==> src/panel_motor_alarm_controller_macros.svh <==
// Assertion macros for the panel, motor and alarm controller.
// Each macro expects signals named clock and reset in the scope where it is used.
`ifndef PANEL_MOTOR_ALARM_CONTROLLER_MACROS_SVH
`define PANEL_MOTOR_ALARM_CONTROLLER_MACROS_SVH

// Property checked outside reset.
`define PMAC_ASSERT(lbl, prop, msg) \
   lbl: assert property (@(posedge clock) disable iff (reset) prop) else $error(msg);

// Property checked at every edge, reset included.
`define PMAC_ASSERT_RST(lbl, prop, msg) \
   lbl: assert property (@(posedge clock) prop) else $error(msg);

`endif

==> src/pmac_pkg.sv <==
// Shared types, codes and constants of the panel, motor and alarm controller.
// No dependencies; all modules of the controller import this package.
`timescale 1ns / 1ps
`default_nettype none

package pmac_pkg;

   // Input operation codes.
   localparam logic [1:0] OPC_KEY     = 2'd0;
   localparam logic [1:0] OPC_SAMPLE  = 2'd1;
   localparam logic [1:0] OPC_COMMAND = 2'd2;

   // Key codes.
   localparam logic [3:0] KC_LED     = 4'd1;
   localparam logic [3:0] KC_BEEP    = 4'd2;
   localparam logic [3:0] KC_RELAY   = 4'd3;
   localparam logic [3:0] KC_ENABLE  = 4'd4;
   localparam logic [3:0] KC_UP      = 4'd5;
   localparam logic [3:0] KC_DOWN    = 4'd6;
   localparam logic [3:0] KC_FORWARD = 4'd7;
   localparam logic [3:0] KC_REVERSE = 4'd8;
   localparam logic [3:0] KC_PAUSE   = 4'd9;

   // Command direction code that selects reverse.
   localparam logic [1:0] DIR_REVERSE = 2'd1;

   // Bit positions in the command valid mask and flag bits.
   localparam int unsigned VM_LED    = 0;
   localparam int unsigned VM_BEEP   = 1;
   localparam int unsigned VM_RELAY  = 2;
   localparam int unsigned VM_ENABLE = 3;
   localparam int unsigned VM_DIR    = 4;
   localparam int unsigned VM_SPEED  = 5;
   localparam int unsigned VM_CLEAR  = 6;
   localparam int unsigned FB_LED    = 0;
   localparam int unsigned FB_BEEP   = 1;
   localparam int unsigned FB_RELAY  = 2;
   localparam int unsigned FB_ENABLE = 3;
   localparam int unsigned FB_CLEAR  = 4;

   // Register indexes on the configuration port.
   localparam logic [1:0] CSR_ALARM_SET   = 2'd0;
   localparam logic [1:0] CSR_ALARM_CLEAR = 2'd1;
   localparam logic [1:0] CSR_PAUSE_TICKS = 2'd2;

   // Register reset values.
   localparam logic [11:0] ALARM_SET_RESET   = 12'd2500;
   localparam logic [11:0] ALARM_CLEAR_RESET = 12'd2400;
   localparam logic [31:0] PAUSE_TICKS_RESET = 32'd10000;

   localparam logic [7:0] MAX_SPEED = 8'd100;

   // Millivolt scaling: sample * 3000 / 4096, the divide being a shift.
   localparam int unsigned ADC_W  = 12;
   localparam int unsigned PROD_W = 24;
   localparam logic [PROD_W-1:0] MV_FULL_SCALE = 24'd3000;

   // Queue between the front and the back.
   localparam int unsigned Q_DEPTH = 4;   // power of two
   localparam int unsigned Q_AW    = $clog2(Q_DEPTH);
   localparam int unsigned Q_CW    = $clog2(Q_DEPTH + 1);

   typedef enum logic [1:0] {
      OP_KEY,
      OP_SAMPLE,
      OP_COMMAND,
      OP_NONE
   } op_type;

   typedef enum logic [3:0] {
      KEY_NONE,
      KEY_LED,
      KEY_BEEP,
      KEY_RELAY,
      KEY_ENABLE,
      KEY_UP,
      KEY_DOWN,
      KEY_FORWARD,
      KEY_REVERSE,
      KEY_PAUSE
   } key_action_type;

   // One classified item as it waits in the queue.
   typedef struct packed {
      op_type         op;
      key_action_type key;
      logic [31:0]    now_ms;
      logic [11:0]    mv;
      logic [6:0]     valid_mask;
      logic [4:0]     flag_bits;
      logic           reverse;
      logic [7:0]     speed;
   } q_entry_type;

   typedef struct packed {
      logic        push;
      q_entry_type entry;
   } q_push_type;

   typedef struct packed {
      logic        valid;
      q_entry_type entry;
   } q_head_type;

endpackage

`default_nettype wire

==> src/pmac_ifs.sv <==
// Channel interfaces of the panel, motor and alarm controller: request,
// response and configuration write. No dependencies.
`timescale 1ns / 1ps
`default_nettype none

interface pmac_req_if;
   logic        valid;
   logic        ready;
   logic [1:0]  operation;
   logic [31:0] now_ms;
   logic [3:0]  key_code;
   logic [11:0] adc_sample;
   logic [6:0]  valid_mask;
   logic [4:0]  flag_bits;
   logic [1:0]  cmd_direction;
   logic [7:0]  cmd_speed;

   modport source (output valid, operation, now_ms, key_code, adc_sample, valid_mask,
                   flag_bits, cmd_direction, cmd_speed, input ready);
   modport sink   (input valid, operation, now_ms, key_code, adc_sample, valid_mask,
                   flag_bits, cmd_direction, cmd_speed, output ready);
endinterface

interface pmac_rsp_if;
   logic        valid;
   logic        ready;
   logic        led_on;
   logic        beeper_on;
   logic        relay_closed;
   logic        alarm_active;
   logic        motor_on;
   logic        motor_reverse;
   logic [7:0]  motor_level;
   logic [11:0] level_mv;

   modport source (output valid, led_on, beeper_on, relay_closed, alarm_active, motor_on,
                   motor_reverse, motor_level, level_mv, input ready);
   modport sink   (input valid, led_on, beeper_on, relay_closed, alarm_active, motor_on,
                   motor_reverse, motor_level, level_mv, output ready);
endinterface

interface pmac_csr_if;
   logic        valid;
   logic        ready;
   logic [1:0]  index;
   logic [31:0] data;

   modport source (output valid, index, data, input ready);
   modport sink   (input valid, index, data, output ready);
endinterface

`default_nettype wire

==> src/pmac_front.sv <==
// Front end: accepts request items, decodes keys, scales samples to millivolts
// and saturates the command speed. Depends on pmac_pkg and pmac_ifs.
`timescale 1ns / 1ps
`default_nettype none

module pmac_front
   import pmac_pkg::*;
(
   pmac_req_if.sink    req,
   input  logic        q_full,
   output q_push_type  q_push
);

   logic [PROD_W-1:0] product;
   key_action_type    key_action;
   op_type            op;

   assign req.ready = !q_full;

   assign product = PROD_W'(req.adc_sample) * MV_FULL_SCALE;

   always_comb begin
      case (req.operation)
         OPC_KEY:     op = OP_KEY;
         OPC_SAMPLE:  op = OP_SAMPLE;
         OPC_COMMAND: op = OP_COMMAND;
         default:     op = OP_NONE;
      endcase
   end

   always_comb begin
      case (req.key_code)
         KC_LED:     key_action = KEY_LED;
         KC_BEEP:    key_action = KEY_BEEP;
         KC_RELAY:   key_action = KEY_RELAY;
         KC_ENABLE:  key_action = KEY_ENABLE;
         KC_UP:      key_action = KEY_UP;
         KC_DOWN:    key_action = KEY_DOWN;
         KC_FORWARD: key_action = KEY_FORWARD;
         KC_REVERSE: key_action = KEY_REVERSE;
         KC_PAUSE:   key_action = KEY_PAUSE;
         default:    key_action = KEY_NONE;
      endcase
   end

   always_comb begin
      q_push.push             = req.valid && !q_full;
      q_push.entry.op         = op;
      q_push.entry.key        = key_action;
      q_push.entry.now_ms     = req.now_ms;
      q_push.entry.mv         = product[PROD_W-1 -: ADC_W];
      q_push.entry.valid_mask = req.valid_mask;
      q_push.entry.flag_bits  = req.flag_bits;
      q_push.entry.reverse    = (req.cmd_direction == DIR_REVERSE);
      q_push.entry.speed      = (req.cmd_speed > MAX_SPEED) ? MAX_SPEED : req.cmd_speed;
   end

endmodule

`default_nettype wire

==> src/pmac_queue.sv <==
// Short queue of classified items between the front and the back end.
// Depends on pmac_pkg and the assertion macros.
`timescale 1ns / 1ps
`default_nettype none
`include "panel_motor_alarm_controller_macros.svh"

module pmac_queue
   import pmac_pkg::*;
(
   input  logic       clock,
   input  logic       reset,
   input  q_push_type q_push,
   input  logic       pop,
   output logic       q_full,
   output q_head_type q_head
);

   q_entry_type     slots_ff [Q_DEPTH];
   logic [Q_AW-1:0] wr_ptr_ff, wr_ptr_in;
   logic [Q_AW-1:0] rd_ptr_ff, rd_ptr_in;
   logic [Q_CW-1:0] count_ff, count_in;
   logic            do_pop;

   assign q_full       = (count_ff == Q_CW'(Q_DEPTH));
   assign q_head.valid = (count_ff != '0);
   assign q_head.entry = slots_ff[rd_ptr_ff];
   assign do_pop       = pop && q_head.valid;

   always_comb begin
      wr_ptr_in = q_push.push ? wr_ptr_ff + Q_AW'(1) : wr_ptr_ff;
      rd_ptr_in = do_pop ? rd_ptr_ff + Q_AW'(1) : rd_ptr_ff;
      count_in  = count_ff;
      if (q_push.push && !do_pop) begin
         count_in = count_ff + Q_CW'(1);
      end else if (do_pop && !q_push.push) begin
         count_in = count_ff - Q_CW'(1);
      end
   end

   always_ff @(posedge clock) begin
      if (reset) begin
         wr_ptr_ff <= '0;
         rd_ptr_ff <= '0;
         count_ff  <= '0;
      end else begin
         wr_ptr_ff <= wr_ptr_in;
         rd_ptr_ff <= rd_ptr_in;
         count_ff  <= count_in;
      end
   end

   always_ff @(posedge clock) begin
      if (q_push.push) begin
         slots_ff[wr_ptr_ff] <= q_push.entry;
      end
   end

   `PMAC_ASSERT(a_q_count_bound, count_ff <= Q_CW'(Q_DEPTH), "queue count above depth")
   `PMAC_ASSERT(a_q_no_overflow, q_push.push |-> (!q_full || do_pop), "push into full queue")
   `PMAC_ASSERT_RST(a_q_reset_empty, $past(reset) |-> (count_ff == '0), "queue not empty after reset")

endmodule

`default_nettype wire

==> src/pmac_back.sv <==
// Back end: holds the configuration and the panel, motor and alarm state,
// applies one item per cycle while the response register can take it and
// drives it. Depends on pmac_pkg, pmac_ifs and the assertion macros.
`timescale 1ns / 1ps
`default_nettype none
`include "panel_motor_alarm_controller_macros.svh"

module pmac_back
   import pmac_pkg::*;
(
   input  logic       clock,
   input  logic       reset,
   input  q_head_type q_head,
   output logic       pop,
   pmac_csr_if.sink   csr,
   pmac_rsp_if.source rsp
);

   logic [11:0] alarm_set_ff;
   logic [11:0] alarm_clear_ff;
   logic [31:0] pause_ticks_ff;

   logic        led_ff, led_in;
   logic        beep_ff, beep_in;
   logic        relay_ff, relay_in;
   logic        enable_ff, enable_in;
   logic        reverse_ff, reverse_in;
   logic [7:0]  speed_ff, speed_in;
   logic [11:0] mv_ff, mv_in;
   logic        alarm_ff, alarm_in;
   logic        pause_valid_ff, pause_valid_in;
   logic [31:0] deadline_ff, deadline_in;

   logic        rsp_valid_ff, rsp_valid_in;
   logic        rsp_led_ff, rsp_beep_ff, rsp_relay_ff, rsp_alarm_ff;
   logic        rsp_enable_ff, rsp_reverse_ff;
   logic [7:0]  rsp_speed_ff;
   logic [11:0] rsp_mv_ff;

   logic [31:0] pause_end;
   logic [31:0] pause_left;
   q_entry_type item;

   assign csr.ready = 1'b1;

   always_ff @(posedge clock) begin
      if (reset) begin
         alarm_set_ff   <= ALARM_SET_RESET;
         alarm_clear_ff <= ALARM_CLEAR_RESET;
         pause_ticks_ff <= PAUSE_TICKS_RESET;
      end else if (csr.valid) begin
         case (csr.index)
            CSR_ALARM_SET:   alarm_set_ff   <= csr.data[11:0];
            CSR_ALARM_CLEAR: alarm_clear_ff <= csr.data[11:0];
            CSR_PAUSE_TICKS: pause_ticks_ff <= csr.data;
            default: ;
         endcase
      end
   end

   // An item is taken when the response register is free or being emptied.
   assign pop  = q_head.valid && (!rsp_valid_ff || rsp.ready);
   assign item = q_head.entry;

   assign pause_end  = item.now_ms + pause_ticks_ff;
   assign pause_left = deadline_ff - item.now_ms;

   always_comb begin
      led_in         = led_ff;
      beep_in        = beep_ff;
      relay_in       = relay_ff;
      enable_in      = enable_ff;
      reverse_in     = reverse_ff;
      speed_in       = speed_ff;
      mv_in          = mv_ff;
      alarm_in       = alarm_ff;
      pause_valid_in = pause_valid_ff;
      deadline_in    = deadline_ff;
      if (pop) begin
         case (item.op)
            OP_KEY: begin
               case (item.key)
                  KEY_LED:     led_in   = !led_ff;
                  KEY_BEEP:    beep_in  = !beep_ff;
                  KEY_RELAY:   relay_in = !relay_ff;
                  KEY_ENABLE: begin
                     enable_in = !enable_ff;
                     if (!enable_ff && speed_ff == '0) begin
                        speed_in = 8'd1;
                     end
                  end
                  KEY_UP: begin
                     if (speed_ff < MAX_SPEED) begin
                        speed_in = speed_ff + 8'd1;
                     end
                  end
                  KEY_DOWN: begin
                     if (speed_ff != '0) begin
                        speed_in = speed_ff - 8'd1;
                     end
                  end
                  KEY_FORWARD: reverse_in = 1'b0;
                  KEY_REVERSE: reverse_in = 1'b1;
                  KEY_PAUSE: begin
                     deadline_in    = pause_end;
                     pause_valid_in = 1'b1;
                     alarm_in       = 1'b0;
                  end
                  default: ;
               endcase
            end
            OP_SAMPLE: begin
               mv_in = item.mv;
               if (item.mv >= alarm_set_ff) begin
                  // The pause runs while the deadline is less than half the
                  // time range ahead; once found expired it is dropped.
                  if (pause_valid_ff && !pause_left[31]) begin
                     alarm_in = 1'b0;
                  end else begin
                     alarm_in       = 1'b1;
                     pause_valid_in = 1'b0;
                     deadline_in    = '0;
                  end
               end else if (item.mv <= alarm_clear_ff) begin
                  alarm_in       = 1'b0;
                  pause_valid_in = 1'b0;
                  deadline_in    = '0;
               end
            end
            OP_COMMAND: begin
               if (item.valid_mask[VM_LED]) begin
                  led_in = item.flag_bits[FB_LED];
               end
               if (item.valid_mask[VM_BEEP]) begin
                  beep_in = item.flag_bits[FB_BEEP];
               end
               if (item.valid_mask[VM_RELAY]) begin
                  relay_in = item.flag_bits[FB_RELAY];
               end
               if (item.valid_mask[VM_ENABLE]) begin
                  enable_in = item.flag_bits[FB_ENABLE];
                  if (enable_in && speed_ff == '0) begin
                     speed_in = 8'd1;
                  end
               end
               if (item.valid_mask[VM_DIR]) begin
                  reverse_in = item.reverse;
               end
               if (item.valid_mask[VM_SPEED]) begin
                  speed_in = item.speed;
                  if (item.speed == '0) begin
                     enable_in = 1'b0;
                  end
               end
               if (item.valid_mask[VM_CLEAR] && item.flag_bits[FB_CLEAR]) begin
                  deadline_in    = pause_end;
                  pause_valid_in = 1'b1;
                  alarm_in       = 1'b0;
               end
            end
            default: ;
         endcase
      end
   end

   always_ff @(posedge clock) begin
      if (reset) begin
         led_ff         <= 1'b0;
         beep_ff        <= 1'b0;
         relay_ff       <= 1'b0;
         enable_ff      <= 1'b0;
         reverse_ff     <= 1'b0;
         speed_ff       <= '0;
         mv_ff          <= '0;
         alarm_ff       <= 1'b0;
         pause_valid_ff <= 1'b0;
         deadline_ff    <= '0;
      end else begin
         led_ff         <= led_in;
         beep_ff        <= beep_in;
         relay_ff       <= relay_in;
         enable_ff      <= enable_in;
         reverse_ff     <= reverse_in;
         speed_ff       <= speed_in;
         mv_ff          <= mv_in;
         alarm_ff       <= alarm_in;
         pause_valid_ff <= pause_valid_in;
         deadline_ff    <= deadline_in;
      end
   end

   always_comb begin
      rsp_valid_in = rsp_valid_ff;
      if (pop) begin
         rsp_valid_in = 1'b1;
      end else if (rsp.ready) begin
         rsp_valid_in = 1'b0;
      end
   end

   always_ff @(posedge clock) begin
      if (reset) begin
         rsp_valid_ff <= 1'b0;
      end else begin
         rsp_valid_ff <= rsp_valid_in;
      end
   end

   always_ff @(posedge clock) begin
      if (pop) begin
         rsp_led_ff     <= led_in;
         rsp_beep_ff    <= beep_in || alarm_in;
         rsp_relay_ff   <= relay_in;
         rsp_alarm_ff   <= alarm_in;
         rsp_enable_ff  <= enable_in;
         rsp_reverse_ff <= reverse_in;
         rsp_speed_ff   <= speed_in;
         rsp_mv_ff      <= mv_in;
      end
   end

   assign rsp.valid         = rsp_valid_ff;
   assign rsp.led_on        = rsp_led_ff;
   assign rsp.beeper_on     = rsp_beep_ff;
   assign rsp.relay_closed  = rsp_relay_ff;
   assign rsp.alarm_active  = rsp_alarm_ff;
   assign rsp.motor_on      = rsp_enable_ff;
   assign rsp.motor_reverse = rsp_reverse_ff;
   assign rsp.motor_level   = rsp_speed_ff;
   assign rsp.level_mv      = rsp_mv_ff;

   `PMAC_ASSERT(a_speed_limit, speed_ff <= MAX_SPEED, "motor speed above maximum")
   `PMAC_ASSERT(a_rsp_from_queue, $rose(rsp_valid_ff) |-> $past(q_head.valid), "response without item")

endmodule

`default_nettype wire

==> src/panel_motor_alarm_controller.sv <==
// Top level of the panel, motor and over-voltage alarm controller.
// Depends on pmac_pkg, pmac_ifs, pmac_front, pmac_queue and pmac_back.
`timescale 1ns / 1ps
`default_nettype none

// The controller keeps the LED, beeper, relay and DC motor state together
// with an over-voltage alarm, and returns the full status for every request
// item it accepts: a key event, an ADC sample or a remote command. It takes
// one item per clock cycle while its queue is not full. An accepted item waits
// in the queue and is applied when the back end pops it, and its status is
// loaded into the response register as it is applied. The front end decodes
// keys, scales a sample to millivolts with a single 12 by 12 bit multiply and
// saturates the command speed; a four-item queue then separates it from the
// back end, so request acceptance continues while a response waits.
// Throughput is set by the back end, which applies one item per cycle whenever
// the response register is empty or being read. Configuration writes are
// always accepted and are meant to happen while no item is in flight.

module panel_motor_alarm_controller
   import pmac_pkg::*;
(
   input  wire         clock,
   input  wire         reset,
   pmac_req_if.sink    req_bus,
   pmac_rsp_if.source  rsp_bus,
   pmac_csr_if.sink    csr_bus
);

   q_push_type q_push;
   q_head_type q_head;
   logic       q_full;
   logic       pop;

   // Classification of request items.
   pmac_front u_front (
      .req    (req_bus),
      .q_full (q_full),
      .q_push (q_push)
   );

   // Decoupling queue between acceptance and execution.
   pmac_queue u_queue (
      .clock  (clock),
      .reset  (reset),
      .q_push (q_push),
      .pop    (pop),
      .q_full (q_full),
      .q_head (q_head)
   );

   // State update, configuration registers and response register.
   pmac_back u_back (
      .clock  (clock),
      .reset  (reset),
      .q_head (q_head),
      .pop    (pop),
      .csr    (csr_bus),
      .rsp    (rsp_bus)
   );

endmodule

`default_nettype wire
==> src/flat_wrapper.sv <==
// flat-port wrapper written by rule: the top's interface ports become plain ports
module panel_motor_alarm_controller_flat import pmac_pkg::*;
  (clock, reset, req_bus_valid, req_bus_operation, req_bus_now_ms, req_bus_key_code, req_bus_adc_sample, req_bus_valid_mask, req_bus_flag_bits, req_bus_cmd_direction, req_bus_cmd_speed, req_bus_ready, rsp_bus_valid, rsp_bus_led_on, rsp_bus_beeper_on, rsp_bus_relay_closed, rsp_bus_alarm_active, rsp_bus_motor_on, rsp_bus_motor_reverse, rsp_bus_motor_level, rsp_bus_level_mv, rsp_bus_ready, csr_bus_valid, csr_bus_index, csr_bus_data, csr_bus_ready);
  pmac_req_if req_bus_i ();
  pmac_rsp_if rsp_bus_i ();
  pmac_csr_if csr_bus_i ();
  input  wire clock;
  input  wire reset;
  input wire logic [$bits(req_bus_i.valid)-1:0] req_bus_valid;
  input wire logic [$bits(req_bus_i.operation)-1:0] req_bus_operation;
  input wire logic [$bits(req_bus_i.now_ms)-1:0] req_bus_now_ms;
  input wire logic [$bits(req_bus_i.key_code)-1:0] req_bus_key_code;
  input wire logic [$bits(req_bus_i.adc_sample)-1:0] req_bus_adc_sample;
  input wire logic [$bits(req_bus_i.valid_mask)-1:0] req_bus_valid_mask;
  input wire logic [$bits(req_bus_i.flag_bits)-1:0] req_bus_flag_bits;
  input wire logic [$bits(req_bus_i.cmd_direction)-1:0] req_bus_cmd_direction;
  input wire logic [$bits(req_bus_i.cmd_speed)-1:0] req_bus_cmd_speed;
  output wire logic [$bits(req_bus_i.ready)-1:0] req_bus_ready;
  output wire logic [$bits(rsp_bus_i.valid)-1:0] rsp_bus_valid;
  output wire logic [$bits(rsp_bus_i.led_on)-1:0] rsp_bus_led_on;
  output wire logic [$bits(rsp_bus_i.beeper_on)-1:0] rsp_bus_beeper_on;
  output wire logic [$bits(rsp_bus_i.relay_closed)-1:0] rsp_bus_relay_closed;
  output wire logic [$bits(rsp_bus_i.alarm_active)-1:0] rsp_bus_alarm_active;
  output wire logic [$bits(rsp_bus_i.motor_on)-1:0] rsp_bus_motor_on;
  output wire logic [$bits(rsp_bus_i.motor_reverse)-1:0] rsp_bus_motor_reverse;
  output wire logic [$bits(rsp_bus_i.motor_level)-1:0] rsp_bus_motor_level;
  output wire logic [$bits(rsp_bus_i.level_mv)-1:0] rsp_bus_level_mv;
  input wire logic [$bits(rsp_bus_i.ready)-1:0] rsp_bus_ready;
  input wire logic [$bits(csr_bus_i.valid)-1:0] csr_bus_valid;
  input wire logic [$bits(csr_bus_i.index)-1:0] csr_bus_index;
  input wire logic [$bits(csr_bus_i.data)-1:0] csr_bus_data;
  output wire logic [$bits(csr_bus_i.ready)-1:0] csr_bus_ready;
  assign req_bus_i.valid = req_bus_valid;
  assign req_bus_i.operation = req_bus_operation;
  assign req_bus_i.now_ms = req_bus_now_ms;
  assign req_bus_i.key_code = req_bus_key_code;
  assign req_bus_i.adc_sample = req_bus_adc_sample;
  assign req_bus_i.valid_mask = req_bus_valid_mask;
  assign req_bus_i.flag_bits = req_bus_flag_bits;
  assign req_bus_i.cmd_direction = req_bus_cmd_direction;
  assign req_bus_i.cmd_speed = req_bus_cmd_speed;
  assign req_bus_ready = req_bus_i.ready;
  assign rsp_bus_valid = rsp_bus_i.valid;
  assign rsp_bus_led_on = rsp_bus_i.led_on;
  assign rsp_bus_beeper_on = rsp_bus_i.beeper_on;
  assign rsp_bus_relay_closed = rsp_bus_i.relay_closed;
  assign rsp_bus_alarm_active = rsp_bus_i.alarm_active;
  assign rsp_bus_motor_on = rsp_bus_i.motor_on;
  assign rsp_bus_motor_reverse = rsp_bus_i.motor_reverse;
  assign rsp_bus_motor_level = rsp_bus_i.motor_level;
  assign rsp_bus_level_mv = rsp_bus_i.level_mv;
  assign rsp_bus_i.ready = rsp_bus_ready;
  assign csr_bus_i.valid = csr_bus_valid;
  assign csr_bus_i.index = csr_bus_index;
  assign csr_bus_i.data = csr_bus_data;
  assign csr_bus_ready = csr_bus_i.ready;
  panel_motor_alarm_controller u_core (.clock(clock), .reset(reset), .req_bus(req_bus_i), .rsp_bus(rsp_bus_i), .csr_bus(csr_bus_i));
endmodule
==> config.mk <==
export PLATFORM = sky130hd
export DESIGN_NAME = panel_motor_alarm_controller_flat
export DESIGN_NICKNAME = d
export VERILOG_FILES = /design/src/pmac_pkg.sv /design/src/pmac_ifs.sv /design/src/pmac_front.sv /design/src/pmac_queue.sv /design/src/pmac_back.sv /design/src/panel_motor_alarm_controller.sv /design/src/flat_wrapper.sv
export VERILOG_INCLUDE_DIRS = /design/src /design/src/src
export SDC_FILE = /design/constraint.sdc
export NUM_CORES = 1
export LEC_CHECK = 0
export ABC_CLOCK_PERIOD_IN_PS = 5900
export BUFFER_PORTS_ARGS = -buffer_cell sky130_fd_sc_hd__buf_2
export CORE_MARGIN = 5
export CORE_UTILIZATION = 45
export DETAILED_ROUTE_END_ITERATION = 7
export GPL_TIMING_DRIVEN = 1
export HOLD_SLACK_MARGIN = 0.03
export PLACE_DENSITY = 0.71
export SLEW_MARGIN = 20
export SYNTH_ARGS = -nofsm -noshare
export SYNTH_HDL_FRONTEND = slang
export SYNTH_SLANG_ARGS = --single-unit
export TNS_END_PERCENT = 100
==> constraint.sdc <==
create_clock -name clock -period 5.9 [get_ports clock]
set_clock_uncertainty 0.15 [all_clocks]
set_input_delay 0.59 -clock clock [delete_from_list [all_inputs] [get_ports clock]]
set_output_delay 0.59 -clock clock [all_outputs]
set_load 0.005 [all_outputs]
==> results.yml <==
status:
  outcome: "finished clean"
grt:
  grtUsageTotal_pct: 18.0
  antenna_found_initial: 12
  grt_pass1_wl_um: 75700
  grt_pass1_vias: 14000
  grt_overflow: 0
  grt_max_degree: 93
critical_path:
  critPathLaunchType: "input port"
  crit_required_ps: 6110
  critPathKind: "input port to flip-flop"
  crit_arrival_ps: 5460
  end_kind: "flip-flop"
  cp_max_fo: 7
  rr_worst_depth: 12
route:
  first_pass_iters: 5
  vias: 13700
  via_per_inst: 5.43
  wire_per_inst_um: 19.0
  drc: 0
  drtIter0Drc: 782
  totalWireLength_um: 47700
  ant_nets: 0
yosys:
  yosysSeqAreaShare_pct: 54.9
  postSynth.asyncResetShare_pct: 0
  syn_area_per_cell_um2: 12.6
  synth_edf_count: 310
  synth_top_area_cell: "edfxtp_1"
  syn_inst: 1703
  synthesis.area_um2: 21500
  yosys_warnings: 0
  synth_seq_cells: 435
  synth_top_area_share_pct: 43.3
  ys.flop_type: "edfxtp_1"
  synth_cell_types: 77
  ys_top_cells_by_area: "edfxtp_1, dfxtp_1, ha_1"
power:
  peakVddDrop_mv: 0.194
  power.share.clock_pct: 27.0
  combPwrFrac_pct: 35.3
  p_seq_share_pct: 37.7
  p_int_uw: 7490
  sw_frac_of_total_pct: 33.1
  powerDensity_nw_per_um2: 456
  switchingPower_uw: 3710
  p_leak_uw: 0.00963
timing:
  fin_tns_setup_ps: 0
  fin_crit_sh_pct: 89.0
  hold_viol_final: 0
  worst_slack_ps: 649
  tightest_slew_ps: 1060
  finalSetupViolations: 0
  slew_viol_final: 0
  relSlewSlack_pct: 29.1
  max_freq_mhz: 190
  layout_min_cycle_time_ps: 5250
  rsz0062_at_grt: "no"
clock_tree:
  htreeDepth: 2
  clkTransAtPathRegs_ps: 60
  cts_sinks: 435
  post_cts_resized: 0
  clockBufferDepth: 3
  cts_hold_buf: 0
  clk_latency_ps: 570
  postCtsSetupBuffers: 0
  cts_made_buffers: 46
  cts-root-buf: "clkbuf_16"
  cts_tree: "done"
floorplan:
  ios: 140
  rows: 80
  die_x_um: 229
  die_area_um2: 52300
  dieHeight_um: 229
  core_area_um2: 47500
  start_util_pct: 45.2
finish:
  final_common_cell: "edfxtp_1"
  area_growth_pct: 14.3
  fin_nets: 2163
  layout_common_cells: "edfxtp_1, nand2_1, inv_1"
  fillers: 4036
  drive_gt1_share_pct: 18.1
place:
  gp_congestion: 0.899
  pre_cts_ws_ps: 48.2
  io_buffers: 138
  dp_hpwl_um: 33500
worst_hold_path:
  min_path_cells: 1
  hold_path.class: "input port to flip-flop"
job:
  maxCapViolCount: 0
==> metal layers <==
metal / up-vias / wire length (µm) / GRT usage, % / part of all wire [%]
met3: 76 / 2950 / 4.09 / 6.2
met5: - / 46 / 0 / 0.096
met4: 8 / 878 / 4.52 / 1.8
met1: 6696 / 20700 / 23.9 / 43
li1: 6519 / - / - / -
met2: 367 / 23100 / 30.4 / 48
==> metrics by stage <==
step           hold WS [ps]  power (µW)  instance area (µm²)  instances  utilization (%)
3_5_place_dp            302        8240                23000       2424             48.3
3_3_place_gp            288        8100                23000       2424             48.3
4_1_cts                50.3       11300                24600       2510             51.7
2_1_floorplan           280        7060                21500       1706                -
6_report               88.9       11200                24600       2517             51.7
5_1_grt                56.4       11900                24600       2512             51.7
==> worst max-delay path, cell delays in order <==
cell and delay [ps]:
buf_2 170, fa_1 540, inv_1 50, fa_1 490, inv_1 50, fa_1 460
fa_1 490, ha_1 240, or4_4 510, or2_0 230, o221ai_2 200, o21ai_2 120
o41a_1 340, a41o_1 270, or3_4 350, a31oi_4 160, xnor2_1 190
==> logic make-up after synthesis <==
kind of cell | count (synthesis) | synth area share (%)
flip-flops | 435 | 54.9
AND/OR/NAND/NOR | 410 | 9.16
AO/OA/AOI/OAI | 301 | 8.77
buffers and inverters | 221 | 3.96
adder cells (fa/ha/maj) | 195 | 13.1
multiplexers | 99 | 8.47
XOR/XNOR | 40 | 1.63
other | 2 | 0.0349
==> power groups by stage <==
| stage | clock [µW] | sequential (µW) | combinational, µW |
|---|---|---|---|
| 6_report | 3020 | 4220 | 3960 |
| 5_1_grt | 3240 | 4260 | 4440 |
| 4_1_cts | 3100 | 4220 | 3990 |
| 3_5_place_dp | 0 | 4280 | 3960 |
| 3_3_place_gp | 0 | 4260 | 3840 |
| 2_1_floorplan | 0 | 4180 | 2880 |
==> state kept, by name (all words and copies together), names as in the netlist, 3 cells and up, named ones only <==
| signal | flops |
|---|---|
| u_core.u_back.alarm_clear_ff | 12 |
| u_core.u_back.alarm_set_ff | 12 |
| u_core.u_back.deadline_ff | 32 |
| u_core.u_back.mv_ff | 12 |
| u_core.u_back.pause_ticks_ff | 32 |
| u_core.u_back.rsp.level_mv | 12 |
| u_core.u_back.rsp.motor_level | 8 |
| u_core.u_back.speed_ff | 8 |
| u_core.u_queue.count_ff | 3 |
| u_core.u_queue.slots_ff | 284 |
==> final timing paths <==
kind | from | to | slack, ps
max | req_bus_adc_sample[6] | u_core.u_queue.slots_ff[0][32] | 650
min | req_bus_flag_bits[0] | u_core.u_queue.slots_ff[0][9] | 90
max reg2reg | flip-flop | u_core.u_back.deadline_ff[20] | 1100
min reg2reg | u_core.u_back.alarm_set_ff[4] | u_core.u_back.alarm_set_ff[4] | 310
==> area by class of cell <==
type                            count  area, µm²  share of cell area (%)
Multi-Input combinational cell   1050       8890                    36.2
Antenna cell                        7       17.5                  0.0713
Timing Repair Buffer              160        858                    3.49
Tap cell                          615        769                    3.13
Clock buffer                       54       1260                    5.15
Clock inverter                     32        347                    1.41
Inverter                          164        616                    2.50
Sequential cell                   435      11800                    48.1
==> synthesized netlist by cell type, types with 20 or more instances <==
cell / instances
edfxtp_1: 310
nand2_1: 179
inv_1: 164
ha_1: 146
dfxtp_1: 125
a21oi_1: 106
o21ai_0: 72
mux4_2: 65
nor2_1: 65
fa_1: 49
clkbuf_1: 39
nor2b_1: 35
xnor2_1: 23
mux2i_1: 21
nor3_1: 20
Note: power is estimated with default switching activity, not from simulation.
